$ cat src/sv/isotp_receive_reassembler_assert.svh
// ============================================================================
// ISO-TP receive reassembler assertion macros
// Shared property macros for the controller and the datapath.
// ============================================================================
`ifndef ISOTP_RECEIVE_REASSEMBLER_ASSERT_SVH
`define ISOTP_RECEIVE_REASSEMBLER_ASSERT_SVH

// Same-cycle implication, checked on every rising clock edge out of reset.
`ifndef SYNTH
`define ISOTP_ASSERT_IMPL(label, ante, cons) \
   label: assert property (@(posedge clock) disable iff (reset) (ante) |-> (cons)) \
      else $error("isotp_receive_reassembler: assertion failed");
`else
`define ISOTP_ASSERT_IMPL(label, ante, cons)
`endif

// Next-cycle implication, checked on every rising clock edge out of reset.
`ifndef SYNTH
`define ISOTP_ASSERT_NEXT(label, ante, cons) \
   label: assert property (@(posedge clock) disable iff (reset) (ante) |=> (cons)) \
      else $error("isotp_receive_reassembler: assertion failed");
`else
`define ISOTP_ASSERT_NEXT(label, ante, cons)
`endif

`endif

$ cat src/sv/isotp_pkg.sv
// ============================================================================
// ISO-TP receive reassembler package
// Widths, codes, payload structs and controller/datapath handshake types.
// ============================================================================
package isotp_pkg;

   // Configuration port geometry.
   localparam int CSR_INDEX_W = 3;
   localparam int CSR_DATA_W  = 8;

   // Configuration register indexes.
   localparam logic [CSR_INDEX_W-1:0] CSR_ADDRESSING_MODE = 3'd0;
   localparam logic [CSR_INDEX_W-1:0] CSR_OWN_ADDRESS     = 3'd1;
   localparam logic [CSR_INDEX_W-1:0] CSR_REMOTE_ADDRESS  = 3'd2;
   localparam logic [CSR_INDEX_W-1:0] CSR_FULL_FRAME      = 3'd3;
   localparam logic [CSR_INDEX_W-1:0] CSR_PAD_BYTE        = 3'd4;

   // Input commands.
   localparam logic CMD_FRAME   = 1'b0;
   localparam logic CMD_TIMEOUT = 1'b1;

   // Result kinds.
   localparam logic [1:0] KIND_DATA  = 2'd0;
   localparam logic [1:0] KIND_FC    = 2'd1;
   localparam logic [1:0] KIND_DONE  = 2'd2;
   localparam logic [1:0] KIND_ERROR = 2'd3;

   // Error codes.
   localparam logic [2:0] ERR_TIMEOUT    = 3'd0;
   localparam logic [2:0] ERR_WRONG_ADDR = 3'd1;
   localparam logic [2:0] ERR_INVALID    = 3'd2;
   localparam logic [2:0] ERR_UNEXPECTED = 3'd3;
   localparam logic [2:0] ERR_BAD_LENGTH = 3'd4;

   // Protocol control nibbles.
   localparam logic [3:0] PCI_SINGLE      = 4'h0;
   localparam logic [3:0] PCI_FIRST       = 4'h1;
   localparam logic [3:0] PCI_CONSECUTIVE = 4'h2;

   // Flow control: continue to send, block size 0, separation time 0.
   localparam logic [7:0] FC_CTS      = 8'h30;
   localparam logic [3:0] FC_FULL_LEN = 4'd8;

   // What follows the payload bytes of one item.
   localparam logic [1:0] TAIL_NONE  = 2'd0;
   localparam logic [1:0] TAIL_DONE  = 2'd1;
   localparam logic [1:0] TAIL_FC    = 2'd2;
   localparam logic [1:0] TAIL_ERROR = 2'd3;

   typedef struct packed {
      logic       command;
      logic [3:0] frame_length;
      logic [7:0] frame_byte0;
      logic [7:0] frame_byte1;
      logic [7:0] frame_byte2;
      logic [7:0] frame_byte3;
      logic [7:0] frame_byte4;
      logic [7:0] frame_byte5;
      logic [7:0] frame_byte6;
      logic [7:0] frame_byte7;
   } req_payload_type;

   typedef struct packed {
      logic [1:0]  kind;
      logic [7:0]  data_byte;
      logic [3:0]  fc_length;
      logic [7:0]  fc_byte0;
      logic [7:0]  fc_byte1;
      logic [7:0]  fc_byte2;
      logic [7:0]  fc_byte3;
      logic [11:0] message_length;
      logic [2:0]  error_code;
      logic        last;
   } rsp_payload_type;

   // Commands from the controller to the datapath.
   typedef struct packed {
      logic load;
      logic emit;
   } cmd_type;

   // Status from the datapath to the controller.
   typedef struct packed {
      logic out_free;
      logic emit_last;
   } sts_type;

endpackage

$ cat src/sv/isotp_req_if.sv
// ============================================================================
// ISO-TP request channel
// Valid/ready channel that carries one received frame or timeout per item.
// ============================================================================
interface isotp_req_if;
   import isotp_pkg::*;

   logic            valid;
   logic            ready;
   req_payload_type payload;

   modport source (output valid, output payload, input ready);
   modport sink (input valid, input payload, output ready);
endinterface

$ cat src/sv/isotp_rsp_if.sv
// ============================================================================
// ISO-TP response channel
// Valid/ready channel that carries one reassembler result per item.
// ============================================================================
interface isotp_rsp_if;
   import isotp_pkg::*;

   logic            valid;
   logic            ready;
   rsp_payload_type payload;

   modport source (output valid, output payload, input ready);
   modport sink (input valid, input payload, output ready);
endinterface

$ cat src/sv/isotp_receive_reassembler.sv
// ============================================================================
// ISO-TP receive reassembler
// Reassembles ISO-TP messages from received CAN frames, normal or extended
// addressing, and reports payload bytes, flow control, completion and errors.
// ============================================================================
// A taken frame and its result plan are registered; its first result is then
// registered into the output register once that register is free. A frame yields
// 1 to 8 results and may arrive while the block is idle or with the previous
// frame's final result; the serial result emitter with its single output register
// gives one result per cycle while the output is not held by back-pressure.
// Reset: synchronous; clears reception state and loads register defaults.

module isotp_receive_reassembler (
   input  logic                              clock,
   input  logic                              reset,
   isotp_req_if.sink                         req_chan,
   isotp_rsp_if.source                       rsp_chan,
   input  logic                              csr_write_enable,
   input  logic [isotp_pkg::CSR_INDEX_W-1:0] csr_index,
   input  logic [isotp_pkg::CSR_DATA_W-1:0]  csr_write_data
);
   import isotp_pkg::*;

   cmd_type cmd;
   sts_type sts;

   // Sequencer.
   isotp_ctrl u_ctrl (
      .clock     (clock),
      .reset     (reset),
      .req_valid (req_chan.valid),
      .req_ready (req_chan.ready),
      .sts       (sts),
      .cmd       (cmd)
   );

   // Decode, state and result output.
   isotp_dpath u_dpath (
      .clock            (clock),
      .reset            (reset),
      .req_payload      (req_chan.payload),
      .rsp_valid        (rsp_chan.valid),
      .rsp_ready        (rsp_chan.ready),
      .rsp_payload      (rsp_chan.payload),
      .csr_write_enable (csr_write_enable),
      .csr_index        (csr_index),
      .csr_write_data   (csr_write_data),
      .cmd              (cmd),
      .sts              (sts)
   );

endmodule

$ cat src/sv/isotp_ctrl.sv
// ============================================================================
// ISO-TP reassembler controller
// Two-state sequencer: takes a frame, then steps the datapath through its
// results one per free output slot.
// ============================================================================
`include "isotp_receive_reassembler_assert.svh"

module isotp_ctrl (
   input  logic              clock,
   input  logic              reset,
   input  logic              req_valid,
   output logic              req_ready,
   input  isotp_pkg::sts_type sts,
   output isotp_pkg::cmd_type cmd
);
   import isotp_pkg::*;

   localparam logic ST_IDLE = 1'b0;
   localparam logic ST_EMIT = 1'b1;

   logic state_ff;
   logic state_in;
   logic final_emit;

   // The last result of an item frees the block for the next frame.
   assign final_emit = (state_ff == ST_EMIT) && sts.out_free && sts.emit_last;
   assign req_ready  = (state_ff == ST_IDLE) || final_emit;
   assign cmd.load   = req_valid && req_ready;
   assign cmd.emit   = (state_ff == ST_EMIT) && sts.out_free;

   // Next state.
   always_comb begin
      state_in = state_ff;
      unique case (state_ff)
         ST_IDLE: begin
            if (cmd.load) begin
               state_in = ST_EMIT;
            end
         end
         ST_EMIT: begin
            if (final_emit) begin
               state_in = cmd.load ? ST_EMIT : ST_IDLE;
            end
         end
         default: state_in = ST_IDLE;
      endcase
   end

   always_ff @(posedge clock) begin
      if (reset) begin
         state_ff <= ST_IDLE;
      end else begin
         state_ff <= state_in;
      end
   end

   // Results are only produced while an item is in progress.
   `ISOTP_ASSERT_IMPL(a_emit_in_progress, cmd.emit, state_ff == ST_EMIT)
   // A frame taken mid-item only overlaps the final result of the previous one.
   `ISOTP_ASSERT_IMPL(a_overlap_on_final, cmd.load && (state_ff == ST_EMIT),
      cmd.emit && sts.emit_last)
   // Final result with no new frame returns to idle.
   `ISOTP_ASSERT_NEXT(a_final_to_idle, final_emit && !cmd.load, state_ff == ST_IDLE)

endmodule

$ cat src/sv/isotp_dpath.sv
// ============================================================================
// ISO-TP reassembler datapath
// Configuration registers, frame decode, reception state, frame store and
// the registered result output.
// ============================================================================
`include "isotp_receive_reassembler_assert.svh"

module isotp_dpath (
   input  logic                                clock,
   input  logic                                reset,
   input  isotp_pkg::req_payload_type          req_payload,
   output logic                                rsp_valid,
   input  logic                                rsp_ready,
   output isotp_pkg::rsp_payload_type          rsp_payload,
   input  logic                                csr_write_enable,
   input  logic [isotp_pkg::CSR_INDEX_W-1:0]   csr_index,
   input  logic [isotp_pkg::CSR_DATA_W-1:0]    csr_write_data,
   input  isotp_pkg::cmd_type                  cmd,
   output isotp_pkg::sts_type                  sts
);
   import isotp_pkg::*;

   typedef struct packed {
      logic        receiving;
      logic [11:0] expected_length;
      logic [11:0] received_count;
   } rx_state_type;

   typedef struct packed {
      logic [2:0]  nbytes;
      logic [2:0]  first;
      logic [1:0]  tail;
      logic [2:0]  error_code;
      logic [11:0] message_length;
   } plan_type;

   // Configuration registers.
   logic       cfg_mode_ff;
   logic [7:0] cfg_own_ff;
   logic [7:0] cfg_remote_ff;
   logic       cfg_full_ff;
   logic [7:0] cfg_pad_ff;

   rx_state_type rx_ff;
   rx_state_type rx_in;
   plan_type     plan_ff;
   plan_type     plan_in;
   logic [7:0]   frame_ff [8];
   logic [3:0]   idx_ff;

   logic            off;
   logic [7:0]      pci;
   logic            addr_bad;
   logic [3:0]      sf_len;
   logic [11:0]     ff_len;
   logic [2:0]      ff_hdr;
   logic [2:0]      cf_room;
   logic [11:0]     cf_rem;
   logic [2:0]      cf_n;
   logic [11:0]     cf_count;

   logic [3:0]      total;
   logic            emit_last;
   logic [2:0]      byte_sel;
   logic [7:0]      fc_fill;
   rsp_payload_type result;
   rsp_payload_type rsp_ff;
   logic            rsp_valid_ff;

   // Configuration writes; unlisted indexes are ignored.
   always_ff @(posedge clock) begin
      if (reset) begin
         cfg_mode_ff   <= 1'b0;
         cfg_own_ff    <= 8'h00;
         cfg_remote_ff <= 8'h00;
         cfg_full_ff   <= 1'b1;
         cfg_pad_ff    <= 8'h00;
      end else if (csr_write_enable) begin
         unique case (csr_index)
            CSR_ADDRESSING_MODE: cfg_mode_ff   <= csr_write_data[0];
            CSR_OWN_ADDRESS:     cfg_own_ff    <= csr_write_data;
            CSR_REMOTE_ADDRESS:  cfg_remote_ff <= csr_write_data;
            CSR_FULL_FRAME:      cfg_full_ff   <= csr_write_data[0];
            CSR_PAD_BYTE:        cfg_pad_ff    <= csr_write_data;
            default: ;
         endcase
      end
   end

   // Header fields; in extended addressing everything shifts by one byte.
   assign off      = cfg_mode_ff;
   assign pci      = off ? req_payload.frame_byte1 : req_payload.frame_byte0;
   assign addr_bad = off && (req_payload.frame_byte0 != cfg_own_ff);
   assign sf_len   = pci[3:0];
   assign ff_len   = {pci[3:0], (off ? req_payload.frame_byte2 : req_payload.frame_byte1)};
   assign ff_hdr   = off ? 3'd5 : 3'd6;
   assign cf_room  = off ? 3'd6 : 3'd7;

   // Consecutive frame share of the remaining message.
   assign cf_rem   = (rx_ff.expected_length > rx_ff.received_count) ?
                     (rx_ff.expected_length - rx_ff.received_count) : 12'd0;
   assign cf_n     = (cf_rem < {9'd0, cf_room}) ? cf_rem[2:0] : cf_room;
   assign cf_count = rx_ff.received_count + {9'd0, cf_n};

   // Frame decode into a result plan and the next reception state.
   always_comb begin
      plan_in.nbytes         = 3'd0;
      plan_in.first          = 3'd0;
      plan_in.tail           = TAIL_ERROR;
      plan_in.error_code     = ERR_INVALID;
      plan_in.message_length = 12'd0;
      rx_in                  = '0;
      if (req_payload.command == CMD_TIMEOUT) begin
         plan_in.error_code = ERR_TIMEOUT;
      end else if (req_payload.frame_length == 4'd0) begin
         plan_in.error_code = ERR_INVALID;
      end else begin
         unique case (pci[7:4])
            PCI_SINGLE: begin
               if (addr_bad) begin
                  plan_in.error_code = ERR_WRONG_ADDR;
               end else if ((sf_len == 4'd0) || (sf_len > {1'b0, cf_room})) begin
                  plan_in.error_code = ERR_BAD_LENGTH;
               end else begin
                  plan_in.nbytes         = sf_len[2:0];
                  plan_in.first          = off ? 3'd2 : 3'd1;
                  plan_in.tail           = TAIL_DONE;
                  plan_in.message_length = {8'd0, sf_len};
               end
            end
            PCI_FIRST: begin
               // A first frame must be a full frame, with a length code of eight or more.
               if (!req_payload.frame_length[3]) begin
                  plan_in.error_code = ERR_INVALID;
               end else if (addr_bad) begin
                  plan_in.error_code = ERR_WRONG_ADDR;
               end else if (ff_len <= {9'd0, ff_hdr}) begin
                  plan_in.error_code = ERR_BAD_LENGTH;
               end else begin
                  plan_in.nbytes        = ff_hdr;
                  plan_in.first         = off ? 3'd3 : 3'd2;
                  plan_in.tail          = TAIL_FC;
                  rx_in.receiving       = 1'b1;
                  rx_in.expected_length = ff_len;
                  rx_in.received_count  = {9'd0, ff_hdr};
               end
            end
            PCI_CONSECUTIVE: begin
               if (!rx_ff.receiving) begin
                  plan_in.error_code = ERR_UNEXPECTED;
               end else begin
                  plan_in.nbytes = cf_n;
                  plan_in.first  = off ? 3'd2 : 3'd1;
                  if (cf_count >= rx_ff.expected_length) begin
                     plan_in.tail           = TAIL_DONE;
                     plan_in.message_length = rx_ff.expected_length;
                  end else begin
                     plan_in.tail          = TAIL_NONE;
                     rx_in.receiving       = 1'b1;
                     rx_in.expected_length = rx_ff.expected_length;
                     rx_in.received_count  = cf_count;
                  end
               end
            end
            default: plan_in.error_code = ERR_INVALID;
         endcase
      end
   end

   // Reception state follows each accepted item.
   always_ff @(posedge clock) begin
      if (reset) begin
         rx_ff <= '0;
      end else if (cmd.load) begin
         rx_ff <= rx_in;
      end
   end

   // Frame bytes and plan for the item in progress.
   always_ff @(posedge clock) begin
      if (cmd.load) begin
         plan_ff     <= plan_in;
         frame_ff[0] <= req_payload.frame_byte0;
         frame_ff[1] <= req_payload.frame_byte1;
         frame_ff[2] <= req_payload.frame_byte2;
         frame_ff[3] <= req_payload.frame_byte3;
         frame_ff[4] <= req_payload.frame_byte4;
         frame_ff[5] <= req_payload.frame_byte5;
         frame_ff[6] <= req_payload.frame_byte6;
         frame_ff[7] <= req_payload.frame_byte7;
      end
   end

   // Result counter within the item.
   always_ff @(posedge clock) begin
      if (reset) begin
         idx_ff <= 4'd0;
      end else if (cmd.load) begin
         idx_ff <= 4'd0;
      end else if (cmd.emit) begin
         idx_ff <= idx_ff + 4'd1;
      end
   end

   assign total     = {1'b0, plan_ff.nbytes} + {3'd0, (plan_ff.tail != TAIL_NONE)};
   assign emit_last = (idx_ff == (total - 4'd1));
   assign byte_sel  = plan_ff.first + idx_ff[2:0];
   assign fc_fill   = cfg_full_ff ? cfg_pad_ff : 8'h00;

   // Current result: payload bytes first, then the closing result if any.
   always_comb begin
      result = '0;
      if (idx_ff < {1'b0, plan_ff.nbytes}) begin
         result.kind      = KIND_DATA;
         result.data_byte = frame_ff[byte_sel];
      end else begin
         case (plan_ff.tail)
            TAIL_NONE: ;
            TAIL_DONE: begin
               result.kind           = KIND_DONE;
               result.message_length = plan_ff.message_length;
            end
            TAIL_FC: begin
               result.kind      = KIND_FC;
               result.fc_length = cfg_full_ff ? FC_FULL_LEN : (off ? 4'd4 : 4'd3);
               if (off) begin
                  result.fc_byte0 = cfg_remote_ff;
                  result.fc_byte1 = FC_CTS;
                  result.fc_byte2 = 8'h00;
                  result.fc_byte3 = 8'h00;
               end else begin
                  result.fc_byte0 = FC_CTS;
                  result.fc_byte1 = 8'h00;
                  result.fc_byte2 = 8'h00;
                  result.fc_byte3 = fc_fill;
               end
            end
            TAIL_ERROR: begin
               result.kind       = KIND_ERROR;
               result.error_code = plan_ff.error_code;
            end
         endcase
      end
      result.last = emit_last;
   end

   // Output register.
   always_ff @(posedge clock) begin
      if (reset) begin
         rsp_valid_ff <= 1'b0;
      end else if (cmd.emit) begin
         rsp_valid_ff <= 1'b1;
      end else if (rsp_ready) begin
         rsp_valid_ff <= 1'b0;
      end
   end

   always_ff @(posedge clock) begin
      if (cmd.emit) begin
         rsp_ff <= result;
      end
   end

   assign rsp_valid     = rsp_valid_ff;
   assign rsp_payload   = rsp_ff;
   assign sts.out_free  = !rsp_valid_ff || rsp_ready;
   assign sts.emit_last = emit_last;

   // The result counter never runs past the item's result count.
   `ISOTP_ASSERT_IMPL(a_idx_in_range, cmd.emit, idx_ff < total)
   // While receiving, the message is never already complete.
   `ISOTP_ASSERT_IMPL(a_rx_incomplete, rx_ff.receiving,
      rx_ff.received_count < rx_ff.expected_length)
   // Leaving reception always clears the length and count.
   `ISOTP_ASSERT_IMPL(a_idle_cleared, !rx_ff.receiving,
      (rx_ff.expected_length == 12'd0) && (rx_ff.received_count == 12'd0))

endmodule

$ cat src/flat_wrapper.sv
// flat-port wrapper written by rule: the top's interface ports become plain ports
module isotp_receive_reassembler_flat import isotp_pkg::*;
  (clock, reset, csr_write_enable, csr_index, csr_write_data, req_chan_valid, req_chan_payload, req_chan_ready, rsp_chan_valid, rsp_chan_payload, rsp_chan_ready);
  isotp_req_if req_chan_i ();
  isotp_rsp_if rsp_chan_i ();
  input  logic clock;
  input  logic reset;
  input  logic csr_write_enable;
  input  logic [isotp_pkg::CSR_INDEX_W-1:0] csr_index;
  input  logic [isotp_pkg::CSR_DATA_W-1:0] csr_write_data;
  input wire logic [$bits(req_chan_i.valid)-1:0] req_chan_valid;
  input wire logic [$bits(req_chan_i.payload)-1:0] req_chan_payload;
  output wire logic [$bits(req_chan_i.ready)-1:0] req_chan_ready;
  output wire logic [$bits(rsp_chan_i.valid)-1:0] rsp_chan_valid;
  output wire logic [$bits(rsp_chan_i.payload)-1:0] rsp_chan_payload;
  input wire logic [$bits(rsp_chan_i.ready)-1:0] rsp_chan_ready;
  assign req_chan_i.valid = req_chan_valid;
  assign req_chan_i.payload = req_chan_payload;
  assign req_chan_ready = req_chan_i.ready;
  assign rsp_chan_valid = rsp_chan_i.valid;
  assign rsp_chan_payload = rsp_chan_i.payload;
  assign rsp_chan_i.ready = rsp_chan_ready;
  isotp_receive_reassembler u_core (.clock(clock), .reset(reset), .req_chan(req_chan_i), .rsp_chan(rsp_chan_i), .csr_write_enable(csr_write_enable), .csr_index(csr_index), .csr_write_data(csr_write_data));
endmodule
$ cat config.mk
export PLATFORM = sky130hd
export DESIGN_NAME = isotp_receive_reassembler_flat
export DESIGN_NICKNAME = d
export VERILOG_FILES = /design/src/sv/isotp_pkg.sv /design/src/sv/isotp_req_if.sv /design/src/sv/isotp_rsp_if.sv /design/src/sv/isotp_receive_reassembler.sv /design/src/sv/isotp_ctrl.sv /design/src/sv/isotp_dpath.sv /design/src/flat_wrapper.sv
export VERILOG_INCLUDE_DIRS = /design/src /design/src/sv
export SDC_FILE = /design/constraint.sdc
export NUM_CORES = 1
export LEC_CHECK = 0
export BUFFER_PORTS_ARGS = -buffer_cell sky130_fd_sc_hd__buf_4
export CORE_MARGIN = 4
export CORE_UTILIZATION = 45
export CTS_BUF_LIST = sky130_fd_sc_hd__clkbuf_8 sky130_fd_sc_hd__clkbuf_16
export CTS_CLUSTER_SIZE = 28
export DETAILED_ROUTE_END_ITERATION = 10
export PLACE_DENSITY_LB_ADDON = 0.08
export REMOVE_ABC_BUFFERS = 1
export SLEW_MARGIN = 10
export SYNTH_ARGS = -nofsm -noshare
export SYNTH_HDL_FRONTEND = slang
export SYNTH_SLANG_ARGS = --single-unit
$ cat constraint.sdc
create_clock -name clock -period 7.85 [get_ports clock]
set_input_delay 1.57 -clock clock [delete_from_list [all_inputs] [get_ports clock]]
set_output_delay 1.57 -clock clock [all_outputs]
set_load 0.05 [all_outputs]
==> metrics.md <==
| Metric | Value |
|---|---|
| Status | `complete, no violations` |
| Total wire length | `roughly 23 mm` |
| Cts hold-fix bufs | `0` |
| Comb pwr share | `0.122` |
| Filler cells | `1815` |
| Die H | `152.4 um` |
| Int Pwr | `~1.7 mW` |
| Area Growth Syn to Fin | `18.45%` |
| Final number of hold-violating endpoints | `0` |
| Worst Setup Start Kind | `flip-flop` |
| Post-Syn Area | `9387 sq um` |
| Row Count | `52` |
| Grt total ovfl | `0` |
| Power per cell area | `204.2 nW/um^2` |
| Static leakage | `4.253 nW` |
| DRT iter0 DRCs | `478` |
| Share of cells above drive strength 1 | `0.2334` |
| Async SR Flop Fraction | `0` |
| TritonCTS clock tree | `done` |
| Die area | `23230 sq um` |
| Reg area | `~5100 sq um` |
| Count leader, synth | `edfxtp_1` |
| Synthesis Warnings | `0` |
| Per-cell routed wire length | `18.52 um` |
| Crit Path Class | `reg -> reg` |
| Clock skew | `0.01209 ns` |
| I/O pins | `149` |
| Clk sinks | `189` |
| Fmax | `approximately 150 MHz` |
| Chip Width | `152.4 um` |
| Largest area contributor in the netlist | `edfxtp_1` |
| PostCTS Resize Cnt | `0` |
| Worst path arrival time | `just under 7 ns` |
| IO buf count | `134` |
| Post-route setup TNS | `0 ns` |
| Yosys reg bits | `189` |
| Clk_lat worst skew | `around 0.43 ns` |
| First-pass GRT wire length | `between 30 and 40 mm` |
| Max_slew headroom | `0.2761` |
| Root Driver | `clkbuf_16` |
| Tmin final | `6.623 ns` |
| Synth top area cells | `edfxtp_1 42%, dfxtp_1 12%, ha_1 4.5%` |
| Syn Inst Count | `813` |
| HPWL Detailed | `between 15 and 20 mm` |
| Starting density of the core | `0.4609` |
| VDD IR-drop max | `0.0001260 V` |
| Synth unique cells | `75` |
| Synth Flop Type | `edfxtp_1` |
| Synth Area per Inst | `11.55 sq um` |
| Crit path capture type | `flip-flop` |
| Vias per cell | `5.344` |
| GR Util All Layers | `0.1929` |
| CTS H-tree depth | `4` |
| Max-Cap Viols | `0` |
| Initial antenna violation count | `0` |
| Via count | `6525` |
| Worst EP required | `8.00 ns` |
| Post-synth top cells | `132 x edfxtp_1, 88 x nand2_1, 57 x dfxtp_1, 55 x a21oi_1, 53 x nor2_1` |
| Clock transition at path regs | `approximately 0.07 ns` |
| Multi-input gate area | `3889 sq um` |
| Net switching power | `just under 0.6 mW` |
| Crit-path max FO | `12` |
| ANT nets after route | `0` |
| # setup viols final | `0` |
| Post-synth EDFFs | `132` |
| Post-synth top area share | `0.4223` |
| Vias in the first global route | `between 6k and 7k` |
| Switching Fraction | `0.2611` |
| Final core occ | `0.5460` |
| Largest net degree at the start of global routing | `51` |
| Post-CTS setup buffers | `0` |
| Register area share after synthesis | `0.5439` |
| NumNets Final | `1060` |
| CTS Buffer Depth | `2` |
| Register share of total power | `0.500` |
| Slew Limit Fails | `0` |
| Worst Tran Pin Value | `1.086 ns` |
| Gpl congestion | `0.9012` |
| Core Area | `20360 sq um` |
| RSZ-0062 raised after global routing | `no` |
| Clk pwr share | `0.378` |
| TritonCTS Buffers | `17` |
| Worst Hold Class | `reg -> reg` |
| Final worst-path cycle share | `0.8437` |
| DRC Markers | `0` |
| Pre-antenna DRT Iters | `5` |
| # diodes | `0` |
| Pwr Total | `around 2.3 mW` |
metal layers:
layer  part of all wire  track usage  wire length, um  vias up
met2               0.50       0.3326            11390      171
met5                  0            0                0        -
met3              0.044      0.03976              996       14
met1               0.44       0.2529             9954     3199
met4              0.012      0.04328              267        0
li1                   -            -                -     3141
power by group through the flow:
| stage | combinational [mW] | clock (mW) | sequential, mW |
|---|---|---|---|
| finish | 0.276 | 0.859 | 1.13 |
| detailed placement | 0.278 | 0 | 1.16 |
| global placement | 0.275 | 0 | 1.16 |
| floorplan | 0.119 | 0 | 1.21 |
| global route | 0.294 | 0.921 | 1.14 |
| CTS | 0.279 | 0.879 | 1.14 |
cells by family after synthesis:
kind of cell,synth area share
xor+xnor,0.02519
simple gates,0.1589
buf+inv,0.04719
compound gates,0.08945
mux,0.08331
other cells,0.0003995
fa+ha+maj,0.05172
flops,0.5439
per-stage QoR:
stage	hold WS (ns)	cell area [sq um]	setup WS (ns)	std cells
after floorplan	0.4257	9150	2.217	782
after global placement	0.4418	10520	1.575	1189
after detailed placement	0.4451	10520	1.388	1189
after CTS	0.4548	11120	1.361	1221
after global routing	0.4873	11120	0.8621	1221
final	0.4551	11120	1.227	1221
sequential cells by signal, summed over array words and instances, names as in the netlist:
name                          count
u_core.u_ctrl.state_ff            1
u_core.u_dpath.cfg_full_ff        1
u_core.u_dpath.cfg_mode_ff        1
u_core.u_dpath.cfg_own_ff         8
u_core.u_dpath.cfg_pad_ff         8
u_core.u_dpath.cfg_remote_ff      8
u_core.u_dpath.frame_ff          64
u_core.u_dpath.idx_ff             4
u_core.u_dpath.plan_ff           22
u_core.u_dpath.rsp_payload       46
u_core.u_dpath.rsp_valid          1
u_core.u_dpath.rx_ff             25
layout by cell type, fill, tap and decap left out, types with 10 or more instances in the layout:
cell type / Yosys / layout
mux4_2: 16 / 16
inv_1: 42 / 43
mux2i_1: 26 / 26
ha_1: 34 / 34
nand3_1: 15 / 15
buf_4: 16 / 137
and2_1: 36 / 35
nor2_1: 53 / 53
conb_1: 1 / 14
mux2_2: 13 / 13
and3_1: 16 / 16
a21oi_1: 55 / 55
edfxtp_1: 132 / 132
nor3_1: 10 / 10
clkbuf_16: 0 / 19
or2b_1: 10 / 10
dfxtp_1: 57 / 57
o21ai_0: 19 / 19
nand2_1: 88 / 88
xnor2_1: 22 / 22
nand2b_1: 13 / 13
path summary, 6_finish.rpt:
check | startpoint | to | slack, ns | depth (start not counted)
min reg2reg | u_core.u_dpath.cfg_pad_ff[1] | u_core.u_dpath.cfg_pad_ff[1] | 0.46 | 2
max | u_core.u_dpath.rx_ff[12] | u_core.u_dpath.plan_ff[15] | 1.23 | 25
min | u_core.u_dpath.cfg_pad_ff[1] | u_core.u_dpath.cfg_pad_ff[1] | 0.46 | 2
max reg2reg | u_core.u_dpath.rx_ff[12] | u_core.u_dpath.plan_ff[15] | 1.23 | 25
final cells by class:
cell class,count,area share
tap,270,0.03038
timing repair buffer,137,0.09251
clock buffer,19,0.04276
inverter,42,0.01429
multi-input combinational,551,0.3498
clock inverter,13,0.01114
sequential,189,0.4591
critical path: stages, from the launching register on:
cell,delay [ns]
dfxtp_1,0.38
inv_1,0.07
ha_1,0.23
fa_1,0.46
nand2b_1,0.16
a21oi_1,0.27
a21oi_1,0.14
mux2i_1,0.18
nand4_1,0.22
o31a_1,0.38
nor3_1,0.23
ha_1,0.22
inv_1,0.06
fa_1,0.40
nor2b_1,0.13
o21a_1,0.22
nand3_1,0.12
or3_1,0.37
and2_1,0.19
or2_2,0.29
ha_1,0.18
a211oi_1,0.23
nand2_1,0.12
o21ai_1,0.73
a21oi_1,0.20
nand2b_1,0.19
(Power assumes the default switching activity.)
